===== src/rtl/core/thread_stack_bounds_table_defines.svh =====
// assertion macros shared by the rtl
`ifndef THREAD_STACK_BOUNDS_TABLE_DEFINES_SVH
`define THREAD_STACK_BOUNDS_TABLE_DEFINES_SVH

// same-cycle implication, checked out of reset
`define TSBT_ASSERT_IMPL(label, ante, cons) \
  label: assert property (@(posedge clk) disable iff (!rst_n) (ante) |-> (cons)) \
    else $error("tsbt same-cycle check failed");

// next-cycle implication, checked out of reset
`define TSBT_ASSERT_NEXT(label, ante, cons) \
  label: assert property (@(posedge clk) disable iff (!rst_n) (ante) |=> (cons)) \
    else $error("tsbt next-cycle check failed");

`endif


===== src/rtl/core/tsbt_pkg.sv =====
`default_nettype none

package tsbt_pkg;

  localparam int ENTRIES   = 16;
  localparam int ADDR_BITS = 32;
  // stored address width: input fields carry 32 bits at most
  localparam int AW        = (ADDR_BITS < 32) ? ADDR_BITS : 32;

  typedef enum logic [1:0] {
    OP_REGISTER   = 2'd0,
    OP_UNREGISTER = 2'd1,
    OP_CHECK_PTR  = 2'd2,
    OP_CHECK_BASE = 2'd3
  } opcode_t;

  // per-slot compare results against the current query
  typedef struct packed {
    logic valid;
    logic hit;
    logic below;
    logic above;
    logic at_end;
  } slot_status_t;

endpackage

`default_nettype wire


===== src/rtl/core/tsbt_slot.sv =====
`default_nettype none

module tsbt_slot (
  input  wire logic                     clk,
  input  wire logic                     rst_n,
  input  wire logic                     wr_en,
  input  wire logic                     clr_en,
  input  wire logic [31:0]              wr_tid,
  input  wire logic [tsbt_pkg::AW-1:0]  wr_start,
  input  wire logic [tsbt_pkg::AW-1:0]  wr_len,
  input  wire logic [31:0]              q_tid,
  input  wire logic [tsbt_pkg::AW-1:0]  q_addr,
  output tsbt_pkg::slot_status_t        status
);
  import tsbt_pkg::*;

  logic          valid_r;
  logic [31:0]   tid_r;
  logic [AW-1:0] start_r;
  logic [AW-1:0] len_r;
  logic [AW:0]   end_w;

  always_ff @(posedge clk) begin
    if (!rst_n) begin
      valid_r <= 1'b0;
    end else if (wr_en) begin
      valid_r <= 1'b1;
    end else if (clr_en) begin
      valid_r <= 1'b0;
    end
  end

  always_ff @(posedge clk) begin
    if (wr_en) begin
      tid_r   <= wr_tid;
      start_r <= wr_start;
      len_r   <= wr_len;
    end
  end

  // region end one bit wider, never wraps
  assign end_w = {1'b0, start_r} + {1'b0, len_r};

  assign status.valid  = valid_r;
  assign status.hit    = valid_r && (tid_r == q_tid);
  assign status.below  = q_addr < start_r;
  assign status.above  = {1'b0, q_addr} > end_w;
  assign status.at_end = {1'b0, q_addr} == end_w;

endmodule

`default_nettype wire


===== src/rtl/core/thread_stack_bounds_table.sv =====
// channel | ports                                                   | direction
// --------+---------------------------------------------------------+----------
// input   | in_valid/in_ready, in_opcode, in_thread_id,             | in
//         | in_address, in_region_size                              |
// result  | out_valid/out_ready, out_verdict, out_entry_found,      | out
//         | out_table_full                                          |
//
// one transfer in, one transfer out per operation, through the input register stage and
// the result register; one operation per cycle sustained while out_ready stays high
// the cycle is set by the parallel tag compare and region-end add in every slot;
// table updates land at the edge the result is registered, so the next operation sees them
// synchronous active-low reset empties every slot; stored fields need no reset
// a stalled result holds both registers; in_ready drops only while both are occupied
`default_nettype none
`include "thread_stack_bounds_table_defines.svh"

module thread_stack_bounds_table (
  input  wire logic        clk,
  input  wire logic        rst_n,
  input  wire logic        in_valid,
  output logic             in_ready,
  input  wire logic [1:0]  in_opcode,
  input  wire logic [31:0] in_thread_id,
  input  wire logic [31:0] in_address,
  input  wire logic [31:0] in_region_size,
  output logic             out_valid,
  input  wire logic        out_ready,
  output logic             out_verdict,
  output logic             out_entry_found,
  output logic             out_table_full
);
  import tsbt_pkg::*;

  // input register stage
  logic          s1_valid_r;
  opcode_t       s1_op_r;
  logic [31:0]   s1_tid_r;
  logic [AW-1:0] s1_addr_r;
  logic [AW-1:0] s1_size_r;

  // result register
  logic out_valid_r;
  logic verdict_r;
  logic found_r;
  logic full_r;

  logic verdict_nxt;
  logic full_nxt;

  logic advance;

  slot_status_t       slot_st [ENTRIES];
  logic [ENTRIES-1:0] valid_vec;
  logic [ENTRIES-1:0] hit_vec;
  logic [ENTRIES-1:0] below_vec;
  logic [ENTRIES-1:0] above_vec;
  logic [ENTRIES-1:0] end_vec;
  logic [ENTRIES-1:0] free_vec;
  logic [ENTRIES-1:0] hit_first;
  logic [ENTRIES-1:0] free_first;
  logic [ENTRIES-1:0] wr_vec;
  logic [ENTRIES-1:0] clr_vec;

  logic found;
  logic any_free;
  logic ops_ok;
  logic sel_below;
  logic sel_above;
  logic sel_end;

  // the stage moves on whenever the result register is empty or being drained
  assign advance  = s1_valid_r && (!out_valid_r || out_ready);
  assign in_ready = !s1_valid_r || advance;

  always_ff @(posedge clk) begin
    if (!rst_n) begin
      s1_valid_r <= 1'b0;
    end else if (in_ready) begin
      s1_valid_r <= in_valid;
    end
  end

  always_ff @(posedge clk) begin
    if (in_valid && in_ready) begin
      s1_op_r   <= opcode_t'(in_opcode);
      s1_tid_r  <= in_thread_id;
      s1_addr_r <= in_address[AW-1:0];
      s1_size_r <= in_region_size[AW-1:0];
    end
  end

  // slot array: every slot compares against the query in parallel
  for (genvar g = 0; g < ENTRIES; g++) begin : g_slot
    tsbt_slot u_slot (
      .clk      (clk),
      .rst_n    (rst_n),
      .wr_en    (wr_vec[g]),
      .clr_en   (clr_vec[g]),
      .wr_tid   (s1_tid_r),
      .wr_start (s1_addr_r),
      .wr_len   (s1_size_r),
      .q_tid    (s1_tid_r),
      .q_addr   (s1_addr_r),
      .status   (slot_st[g])
    );
    assign valid_vec[g] = slot_st[g].valid;
    assign hit_vec[g]   = slot_st[g].hit;
    assign below_vec[g] = slot_st[g].below;
    assign above_vec[g] = slot_st[g].above;
    assign end_vec[g]   = slot_st[g].at_end;
  end

  assign free_vec = ~valid_vec;

  // lowest set bit wins, for both the match and the free slot
  assign hit_first  = hit_vec & (~hit_vec + ENTRIES'(1));
  assign free_first = free_vec & (~free_vec + ENTRIES'(1));

  assign found     = |hit_vec;
  assign any_free  = |free_vec;
  assign ops_ok    = (s1_addr_r != '0) && (s1_size_r != '0);
  assign sel_below = |(hit_first & below_vec);
  assign sel_above = |(hit_first & above_vec);
  assign sel_end   = |(hit_first & end_vec);

  // table writes: overwrite a matching slot, else fill the lowest free one; unregister clears the match
  always_comb begin
    wr_vec  = '0;
    clr_vec = '0;
    if (advance) begin
      if (s1_op_r == OP_REGISTER && ops_ok) begin
        wr_vec = found ? hit_first : free_first;
      end
      if (s1_op_r == OP_UNREGISTER) begin
        clr_vec = hit_first;
      end
    end
  end

  always_comb begin
    verdict_nxt = 1'b0;
    full_nxt    = 1'b0;
    unique case (s1_op_r)
      OP_REGISTER: begin
        if (ops_ok) begin
          verdict_nxt = found || any_free;
          full_nxt    = !(found || any_free);
        end
      end
      OP_UNREGISTER: begin
        verdict_nxt = found;
      end
      OP_CHECK_PTR: begin
        // unknown thread reads as valid; bounds inclusive at both ends
        verdict_nxt = !(found && (sel_below || sel_above));
      end
      OP_CHECK_BASE: begin
        verdict_nxt = found && sel_end;
      end
      default: begin
        verdict_nxt = 1'b0;
      end
    endcase
  end

  always_ff @(posedge clk) begin
    if (!rst_n) begin
      out_valid_r <= 1'b0;
    end else if (advance) begin
      out_valid_r <= 1'b1;
    end else if (out_ready) begin
      out_valid_r <= 1'b0;
    end
  end

  always_ff @(posedge clk) begin
    if (advance) begin
      verdict_r <= verdict_nxt;
      found_r   <= found;
      full_r    <= full_nxt;
    end
  end

  assign out_valid       = out_valid_r;
  assign out_verdict     = verdict_r;
  assign out_entry_found = found_r;
  assign out_table_full  = full_r;

  // a thread id never sits in two valid slots
  `TSBT_ASSERT_IMPL(a_single_hit, s1_valid_r, $onehot0(hit_vec))
  // full is only reported when no slot is free
  `TSBT_ASSERT_IMPL(a_full_no_free, advance && full_nxt, &valid_vec)
  // a full report never carries an accepted verdict
  `TSBT_ASSERT_NEXT(a_full_rejects, advance && full_nxt, out_table_full && !out_verdict)
  // a register or unregister touches at most one slot
  `TSBT_ASSERT_IMPL(a_one_slot_write, advance, $onehot0(wr_vec | clr_vec))

endmodule

`default_nettype wire

===== config.mk =====
export PLATFORM = sky130hd
export DESIGN_NAME = thread_stack_bounds_table
export DESIGN_NICKNAME = d
export VERILOG_FILES = /design/src/rtl/core/tsbt_pkg.sv /design/src/rtl/core/tsbt_slot.sv /design/src/rtl/core/thread_stack_bounds_table.sv
export VERILOG_INCLUDE_DIRS = /design/src /design/src/rtl/core
export SDC_FILE = /design/constraint.sdc
export NUM_CORES = 2
export LEC_CHECK = 0
export ABC_AREA = 0
export BUFFER_PORTS_ARGS = -buffer_cell sky130_fd_sc_hd__buf_2
export CAP_MARGIN = 10
export CORE_MARGIN = 10
export CORE_UTILIZATION = 57
export CTS_BUF_LIST = sky130_fd_sc_hd__clkbuf_8 sky130_fd_sc_hd__clkbuf_16
export DETAILED_ROUTE_END_ITERATION = 8
export PLACE_DENSITY = 0.77
export SYNTH_ARGS = -nofsm -noshare
export SYNTH_HDL_FRONTEND = slang
export SYNTH_HIERARCHICAL = 1
export SYNTH_SLANG_ARGS = --single-unit

===== constraint.sdc =====
create_clock -name clk -period 13.6 [get_ports clk]
set_clock_uncertainty 0.15 [all_clocks]
set_input_delay 2.72 -clock clk [delete_from_list [all_inputs] [get_ports clk]]
set_output_delay 2.72 -clock clk [all_outputs]
set_load 0.02 [all_outputs]

# Yosys cells after proc, flatten, opt, wreduce, memory -nomap -nowiden
# Cells that the tools add are included.
[classes]
bitwise = 8
n_eq_ne = 35
add_sub_neg = 18
muxes = 41
n_reduce_logical = 56
magnitude_cmp = 32
[ops]
columns = ["cell", "n"]
rows = [
  ["$add 32x32->33", 16],
  ["$eq 32x33->1", 16],
  ["$gt 32x33->1", 16],
  ["$eq 32x32->1", 16],
  ["$lt 32x32->1", 16],
  ["$and 16x16->16", 5],
  ["$mux 16", 5],
  ["$reduce_or 16->1", 5],
  ["$reduce_bool 32->1", 2],
  ["$not 16->16", 3],
  ["$mux 1", 35],
  ["$reduce_bool 2->1", 17],
  ["$add 16x1->16 const B", 2],
  ["$logic_and 1x1->1", 22],
  ["$eq 2x2->1 const B", 2],
  ["$logic_not 1->1", 4],
  ["$logic_or 1x1->1", 4],
  ["$pmux 1 s4", 1],
  ["$eq 2x1->1 const B", 1],
  ["$logic_not 2->1", 1],
  ["$reduce_and 2->1", 1],
]
[word_totals]
input_bits = 102
register_bits = 1655
word_cells = 263
out_inout_bits = 5

# Depth between registers and ports, before layout
[depth]
depth_word = 11
depth_mapped = 26

# By module
# Netlist, hierarchy kept.
[modules_own_cells]
columns = ["module", "cells_each", "area_per_inst_um2", "seq_area_each_um2", "instances"]
rows = [
  ["tsbt_slot (g_slot[11].u_slot ...)", 570, 6434.9, 2902.8, 9],
  ["tsbt_slot (g_slot[0].u_slot ...)", 531, 6243.5, 2902.8, 6],
  ["tsbt_slot (g_slot[9].u_slot)", 592, 6491.2, 2902.8, 1],
  ["thread_stack_bounds_table", 306, 4232.8, 3072.9, 1],
]

# Least setup slack after synthesis
# Ideal clock, no wire load.
[synth_path]
path_kind = "input to register"
start = "in out_ready"
end = "reg g_slot[15].u_slot.len_r[0] (enable)"
t_required_ps = 12779
path_stages = 5
path_buffers = 1
arrival_ps = 9973
slack_ps = 2807
path_cell_list = "nor2b_1 > nand2b_1 > or2_2 > clkbuf_1 > nor3_1"
[synth_via]
elab_chain_cells = 3
[synth_lines]
columns = ["element", "line", "rtl"]
rows = [
  ["start: declaration", "thread_stack_bounds_table.sv:27", "input wire logic out_ready,"],
  ["$logic_or 1x1->1", "thread_stack_bounds_table.sv:72", "assign advance = s1_valid_r && (!out_valid_r || out_ready);"],
  ["$logic_and 1x1->1", "thread_stack_bounds_table.sv:72", ""],
  ["$mux 16", "thread_stack_bounds_table.sv:130", "if (advance) begin"],
  ["net wr_vec[15]", "thread_stack_bounds_table.sv:61", "logic [ENTRIES-1:0] wr_vec;"],
  ["end signal: assignment", "tsbt_slot.sv:37", "len_r <= wr_len;"],
  ["end: declaration", "tsbt_slot.sv:20", "logic [AW-1:0] len_r;"],
]
# The timed path passes the listed nets, and every way through them passes these cells.
# A chain may end at the register's enable or synchronous reset.

# Final worst setup path
[layout_path]
start = "reg s1_tid_r[22]"
end = "reg g_slot[3].u_slot.len_r[19] (enable)"
[layout_via]
elab_cells_between_ends = 39
cone_classes = "add/sub (1); eq/ne (16); mux (3); bitwise (2); reduce/logical (17)"
[layout_lines]
columns = ["element", "line", "rtl"]
rows = [
  ["start: declaration", "thread_stack_bounds_table.sv:37", "logic [31:0] s1_tid_r;"],
  ["start signal: assignment", "thread_stack_bounds_table.sv:86", "s1_tid_r <= in_thread_id;"],
  ["$eq 32x32->1", "tsbt_slot.sv:45", "assign status.hit = valid_r && (tid_r == q_tid);"],
  ["$logic_and 1x1->1", "tsbt_slot.sv:45", ""],
  ["net hit_vec[6]", "thread_stack_bounds_table.sv:54", "logic [ENTRIES-1:0] hit_vec;"],
  ["$reduce_or 16->1", "thread_stack_bounds_table.sv:119", "assign found = |hit_vec;"],
  ["net found", "thread_stack_bounds_table.sv:64", "logic found;"],
  ["$mux 16", "thread_stack_bounds_table.sv:132", "wr_vec = found ? hit_first : free_first;"],
  ["$mux 16", "thread_stack_bounds_table.sv:131", "if (s1_op_r == OP_REGISTER && ops_ok) begin"],
  ["$mux 16", "thread_stack_bounds_table.sv:130", ""],
  ["net wr_vec[3]", "thread_stack_bounds_table.sv:61", ""],
  ["end signal: assignment", "tsbt_slot.sv:37", ""],
  ["end: declaration", "tsbt_slot.sv:20", ""],
]
# The timed path passes the listed nets, and every way through them passes these cells.

==> impl_metrics.prom <==
# TYPE chip_impl_metric gauge
chip_impl_metric{name="slew-limit-headroom",unit="%"} 18.6
chip_impl_metric{name="fin_nets",unit=""} 11200
chip_impl_metric{name="cp.buffers_inverters",unit=""} 3
chip_impl_metric{name="nFillCells",unit=""} 14100
chip_impl_metric{name="vias",unit=""} 78600
chip_impl_info{name="layout_commonest_cell",value="sky130_fd_sc_hd__edfxtp_1"} 1
chip_impl_metric{name="wirelength_routed",unit="mm"} 312
chip_impl_info{name="synth-main-ff-cell",value="sky130_fd_sc_hd__edfxtp_1"} 1
chip_impl_metric{name="post-layout-total-power",unit="mW"} 11.4
chip_impl_metric{name="clk_path_buf_depth",unit=""} 3
chip_impl_metric{name="vias_in_the_first_global_route",unit=""} 77000
chip_impl_info{name="outcome",value="completed"} 1
chip_impl_metric{name="grt_max_degree",unit=""} 76
chip_impl_metric{name="compound_cell_area_share_of_the_yosys_netlist",unit="%"} 14.4
chip_impl_metric{name="initial_core_util",unit="%"} 57.3
chip_impl_metric{name="achievable-frequency",unit="GHz"} 0.156
chip_impl_metric{name="mux_share_of_post_synthesis_cell_area",unit="%"} 0.0943
chip_impl_metric{name="tightest_slew",unit="ps"} 1220
chip_impl_metric{name="floorplan.core_area",unit="sq um"} 185000
chip_impl_metric{name="hold-path-cell-count",unit=""} 1
chip_impl_info{name="worst_hold_path_type",value="reg2reg"} 1
chip_impl_metric{name="pin_count",unit=""} 107
chip_impl_metric{name="cts_max_level",unit=""} 4
chip_impl_metric{name="place.gp.congestion",unit=""} 0.942
chip_impl_metric{name="placement.io_buffers",unit=""} 106
chip_impl_metric{name="synth-edff-count",unit=""} 1637
chip_impl_metric{name="worst_vdd_drop",unit="mV"} 0.128
chip_impl_metric{name="timing.setup.tns",unit="ps"} 0
chip_impl_metric{name="post_synth_and_or_nand_nor_area_fraction",unit="%"} 10.5
chip_impl_metric{name="tritoncts.num_buffers",unit=""} 177
chip_impl_metric{name="multiInputGateArea",unit="sq um"} 54100
chip_impl_info{name="combinational_family_with_the_most_area_after_synthesis",value="adder cells"} 1
chip_impl_metric{name="placedInstanceArea",unit="sq um"} 111000
chip_impl_metric{name="final-seq-area",unit="sq um"} 49500
chip_impl_metric{name="fp-row-count",unit=""} 158
chip_impl_metric{name="final_design_area_no_fill",unit="sq um"} 117000
chip_impl_metric{name="synth.cell_area",unit="sq um"} 106000
chip_impl_metric{name="ctsHoldBuffers",unit=""} 0
chip_impl_metric{name="dp.final_hpwl",unit="mm"} 207
chip_impl_metric{name="clk_pin_slew",unit="ps"} 60
chip_impl_metric{name="final_critical_path_setup_slack",unit="ps"} 7210
chip_impl_info{name="chain_of_cells_forming_the_critical_path",value="buf_4 > xnor2_1 > nand4_1 > nor4_1 > nand4_1 > nor4_1 > buf_4 > or3_1 > nor4_4 > nand2_1 > or4b_1 > a21oi_4 > buf_4"} 1
chip_impl_metric{name="critPathArrivalTime",unit="ps"} 6700
chip_impl_metric{name="path_depth",unit=""} 13
chip_impl_metric{name="drt_drc_violations_left",unit=""} 0
chip_impl_metric{name="cellPowerDensity",unit="nW/um^2"} 97.2
chip_impl_metric{name="worstRegToRegCells",unit=""} 13
chip_impl_metric{name="syn_avg_cell_area",unit="sq um"} 11.5
chip_impl_info{name="criticalPathCategory",value="reg2reg"} 1
chip_impl_info{name="critPathLaunchType",value="flop"} 1
chip_impl_info{name="final_cell_mix",value="sky130_fd_sc_hd__edfxtp_1 (1637), sky130_fd_sc_hd__ha_1 (1520), sky130_fd_sc_hd__inv_1 (677), sky130_fd_sc_hd__a21oi_1 (676), sky130_fd_sc_hd__xnor2_1 (641)"} 1
chip_impl_metric{name="drt_pre_antenna_iters",unit=""} 5
chip_impl_metric{name="clock_latency",unit="ps"} 860
chip_impl_metric{name="die_height",unit="um"} 451
chip_impl_info{name="path_common_cell",value="sky130_fd_sc_hd__buf_4"} 1
chip_impl_metric{name="holdWs",unit="ps"} 375
chip_impl_metric{name="critPathRequiredTime",unit="ps"} 13910
chip_impl_metric{name="report.final.setup_viol",unit=""} 0
chip_impl_metric{name="grt_first_pass_wirelength",unit="mm"} 465
chip_impl_metric{name="final-max-slew-violation-count",unit=""} 0
chip_impl_metric{name="synthXorXnorAreaFrac",unit="%"} 7.59
chip_impl_metric{name="ys_ff_latch",unit=""} 1655
chip_impl_metric{name="synth_fa_ha_area_share",unit="%"} 18.2
chip_impl_metric{name="place_ws",unit="ps"} 7230
chip_impl_metric{name="cellLeakagePower",unit="nW"} 47.3
chip_impl_metric{name="yosys_warnings",unit=""} 6
chip_impl_metric{name="clock_sink_count",unit=""} 1655
chip_impl_metric{name="period_share",unit="%"} 47.0
chip_impl_metric{name="avgViaCountPerCell",unit=""} 6.41
chip_impl_metric{name="area_delta_synth_final",unit="%"} 10.2
chip_impl_metric{name="cpPeakStageDelay",unit="ps"} 960
chip_impl_metric{name="timing.final.hold_violations",unit=""} 0
chip_impl_metric{name="routedWlPerCell",unit="um"} 25.5
chip_impl_info{name="root_buffer",value="sky130_fd_sc_hd__clkbuf_16"} 1
chip_impl_metric{name="library_cells_used_by_synthesis",unit=""} 96
chip_impl_metric{name="cts_post_setup_buffers_inserted",unit=""} 0
chip_impl_metric{name="synth_seq_area_share",unit="%"} 46.7
chip_impl_metric{name="final_layout_size_suffix_gt1_share",unit="%"} 7.18
chip_impl_info{name="cp-end-kind",value="flop"} 1
chip_impl_info{name="rsz_0062_raised_after_global_routing",value="false"} 1
chip_impl_metric{name="finalWorstPathRequiredPeriod",unit="ps"} 6390
chip_impl_metric{name="cap_violations",unit=""} 0
chip_impl_metric{name="gate_count_after_technology_mapping",unit=""} 9214
chip_impl_info{name="worst_path_max_delay_cell",value="sky130_fd_sc_hd__a21oi_4"} 1
chip_impl_info{name="tritoncts",value="done"} 1
chip_impl_metric{name="antenna_violating_nets_post_route",unit=""} 0
chip_impl_metric{name="global_routing_usage_summed_across_all_routing_layers",unit="%"} 29.7
chip_impl_metric{name="ys_async_sr_fraction",unit="%"} 0
chip_impl_metric{name="globalRouteOverflowTotal",unit=""} 0
chip_impl_metric{name="design.die.area",unit="sq um"} 204000
chip_impl_metric{name="x_dimension_of_the_die",unit="um"} 451
chip_impl_metric{name="syn_nets",unit=""} 10900
chip_impl_metric{name="cts_resized",unit=""} 0
chip_impl_info{name="cp_top_family",value="simple AND/OR/NAND/NOR gates"} 1
chip_impl_metric{name="detail_route.iter0.violations",unit=""} 9150
chip_impl_metric{name="critical_path_peak_fanout",unit=""} 64
chip_impl_metric{name="number_of_antenna_violations_at_the_first_check_in_global_routing",unit=""} 44
-- cell usage after synthesis, drive strengths merged (104+ instances only) --
cell type | n | share of area, %
edfxtp | 1637 | 46
ha | 1520 | 18
a21oi | 686 | 3.2
inv | 642 | 2.3
xnor2 | 641 | 5.3
o21ai | 480 | 2.3
a21o | 441 | 3.1
nor2 | 430 | 1.5
nand2 | 415 | 1.5
nand4 | 356 | 2.1
xor2 | 279 | 2.3
nor2b | 174 | 1.0
o21a | 148 | 1.0
nor3 | 125 | 0.63
nand3 | 108 | 0.51
nand2b | 107 | 0.63
nor4 | 104 | 0.63
-- metal layers --
metal	share of wire, %	global-route usage [%]
met3	10	6.24
met5	0.058	0
met4	6.0	16.3
met2	45	47.3
met1	39	38.0
-- worst paths after layout --
check	start	end	slack, ps
setup / recovery	s1_tid_r[22]$_DFFE_PP_	g_slot[3].u_slot/len_r[19]$_DFFE_PP_	7210
setup reg to reg	s1_tid_r[22]$_DFFE_PP_	g_slot[3].u_slot/len_r[19]$_DFFE_PP_	7210
hold reg to reg	s1_valid_r$_SDFFE_PN0N_	out_valid$_SDFFE_PN0P_	370
hold / removal	s1_valid_r$_SDFFE_PN0N_	out_valid$_SDFFE_PN0P_	370
-- power breakdown --
part	switching, mW	internal [mW]	total [mW]
Combinational	0.610	0.272	0.882
Sequential	0.0188	5.63	5.65
Clock	2.13	2.70	4.83
Total	2.76	8.60	11.4
-- flip-flops by register name, summed over array words and instances, names as in the netlist --
| signal | count |
|---|---|
| s1_valid_r | 1 |
| s1_op_r | 2 |
| s1_size_r | 32 |
| g_slot.u_slot/start_r | 512 |
| out_valid | 1 |
| out_entry_found | 1 |
| g_slot.u_slot/valid_r | 16 |
| out_table_full | 1 |
| out_verdict | 1 |
| g_slot.u_slot/tid_r | 512 |
| s1_tid_r | 32 |
| s1_addr_r | 32 |
| g_slot.u_slot/len_r | 512 |
-- metrics by stage --
stage / instances / util [%]
floorplan: 9214 / -
global placement: 11900 / 59.9
detailed placement: 11900 / 59.9
CTS: 12200 / 63.1
global route: 12200 / 63.1
finish: 12300 / 63.1
-- logic make-up after synthesis --
family | after synthesis
AOI/OAI and AO/OA | 2302
and+or+nand+nor | 2091
DFF | 1655
adders and majority gates | 1536
xor gates and xnor gates | 920
buffers and inverters | 700
muxes | 10
-- worst register-to-register path: stages, from the launching register on --
cell                       delay [ps]
sky130_fd_sc_hd__edfxtp_1         710
sky130_fd_sc_hd__buf_4            420
sky130_fd_sc_hd__xnor2_1          150
sky130_fd_sc_hd__nand4_1           90
sky130_fd_sc_hd__nor4_1            70
sky130_fd_sc_hd__nand4_1          130
sky130_fd_sc_hd__nor4_1            90
sky130_fd_sc_hd__buf_4            170
sky130_fd_sc_hd__or3_1            490
sky130_fd_sc_hd__nor4_4           610
sky130_fd_sc_hd__nand2_1          390
sky130_fd_sc_hd__or4b_1           610
sky130_fd_sc_hd__a21oi_4          960
sky130_fd_sc_hd__buf_4            820
-- final cells by class --
type,instances,area share (%)
diodes,28,0.0599
clock buffers,183,3.86
clock inverters,144,1.13
inverters,642,2.06
multi-input cells,6859,46.2
flip-flops and latches,1655,42.3
well taps,2480,2.65
repair buffers,275,1.66
(Power assumes the default switching activity.)
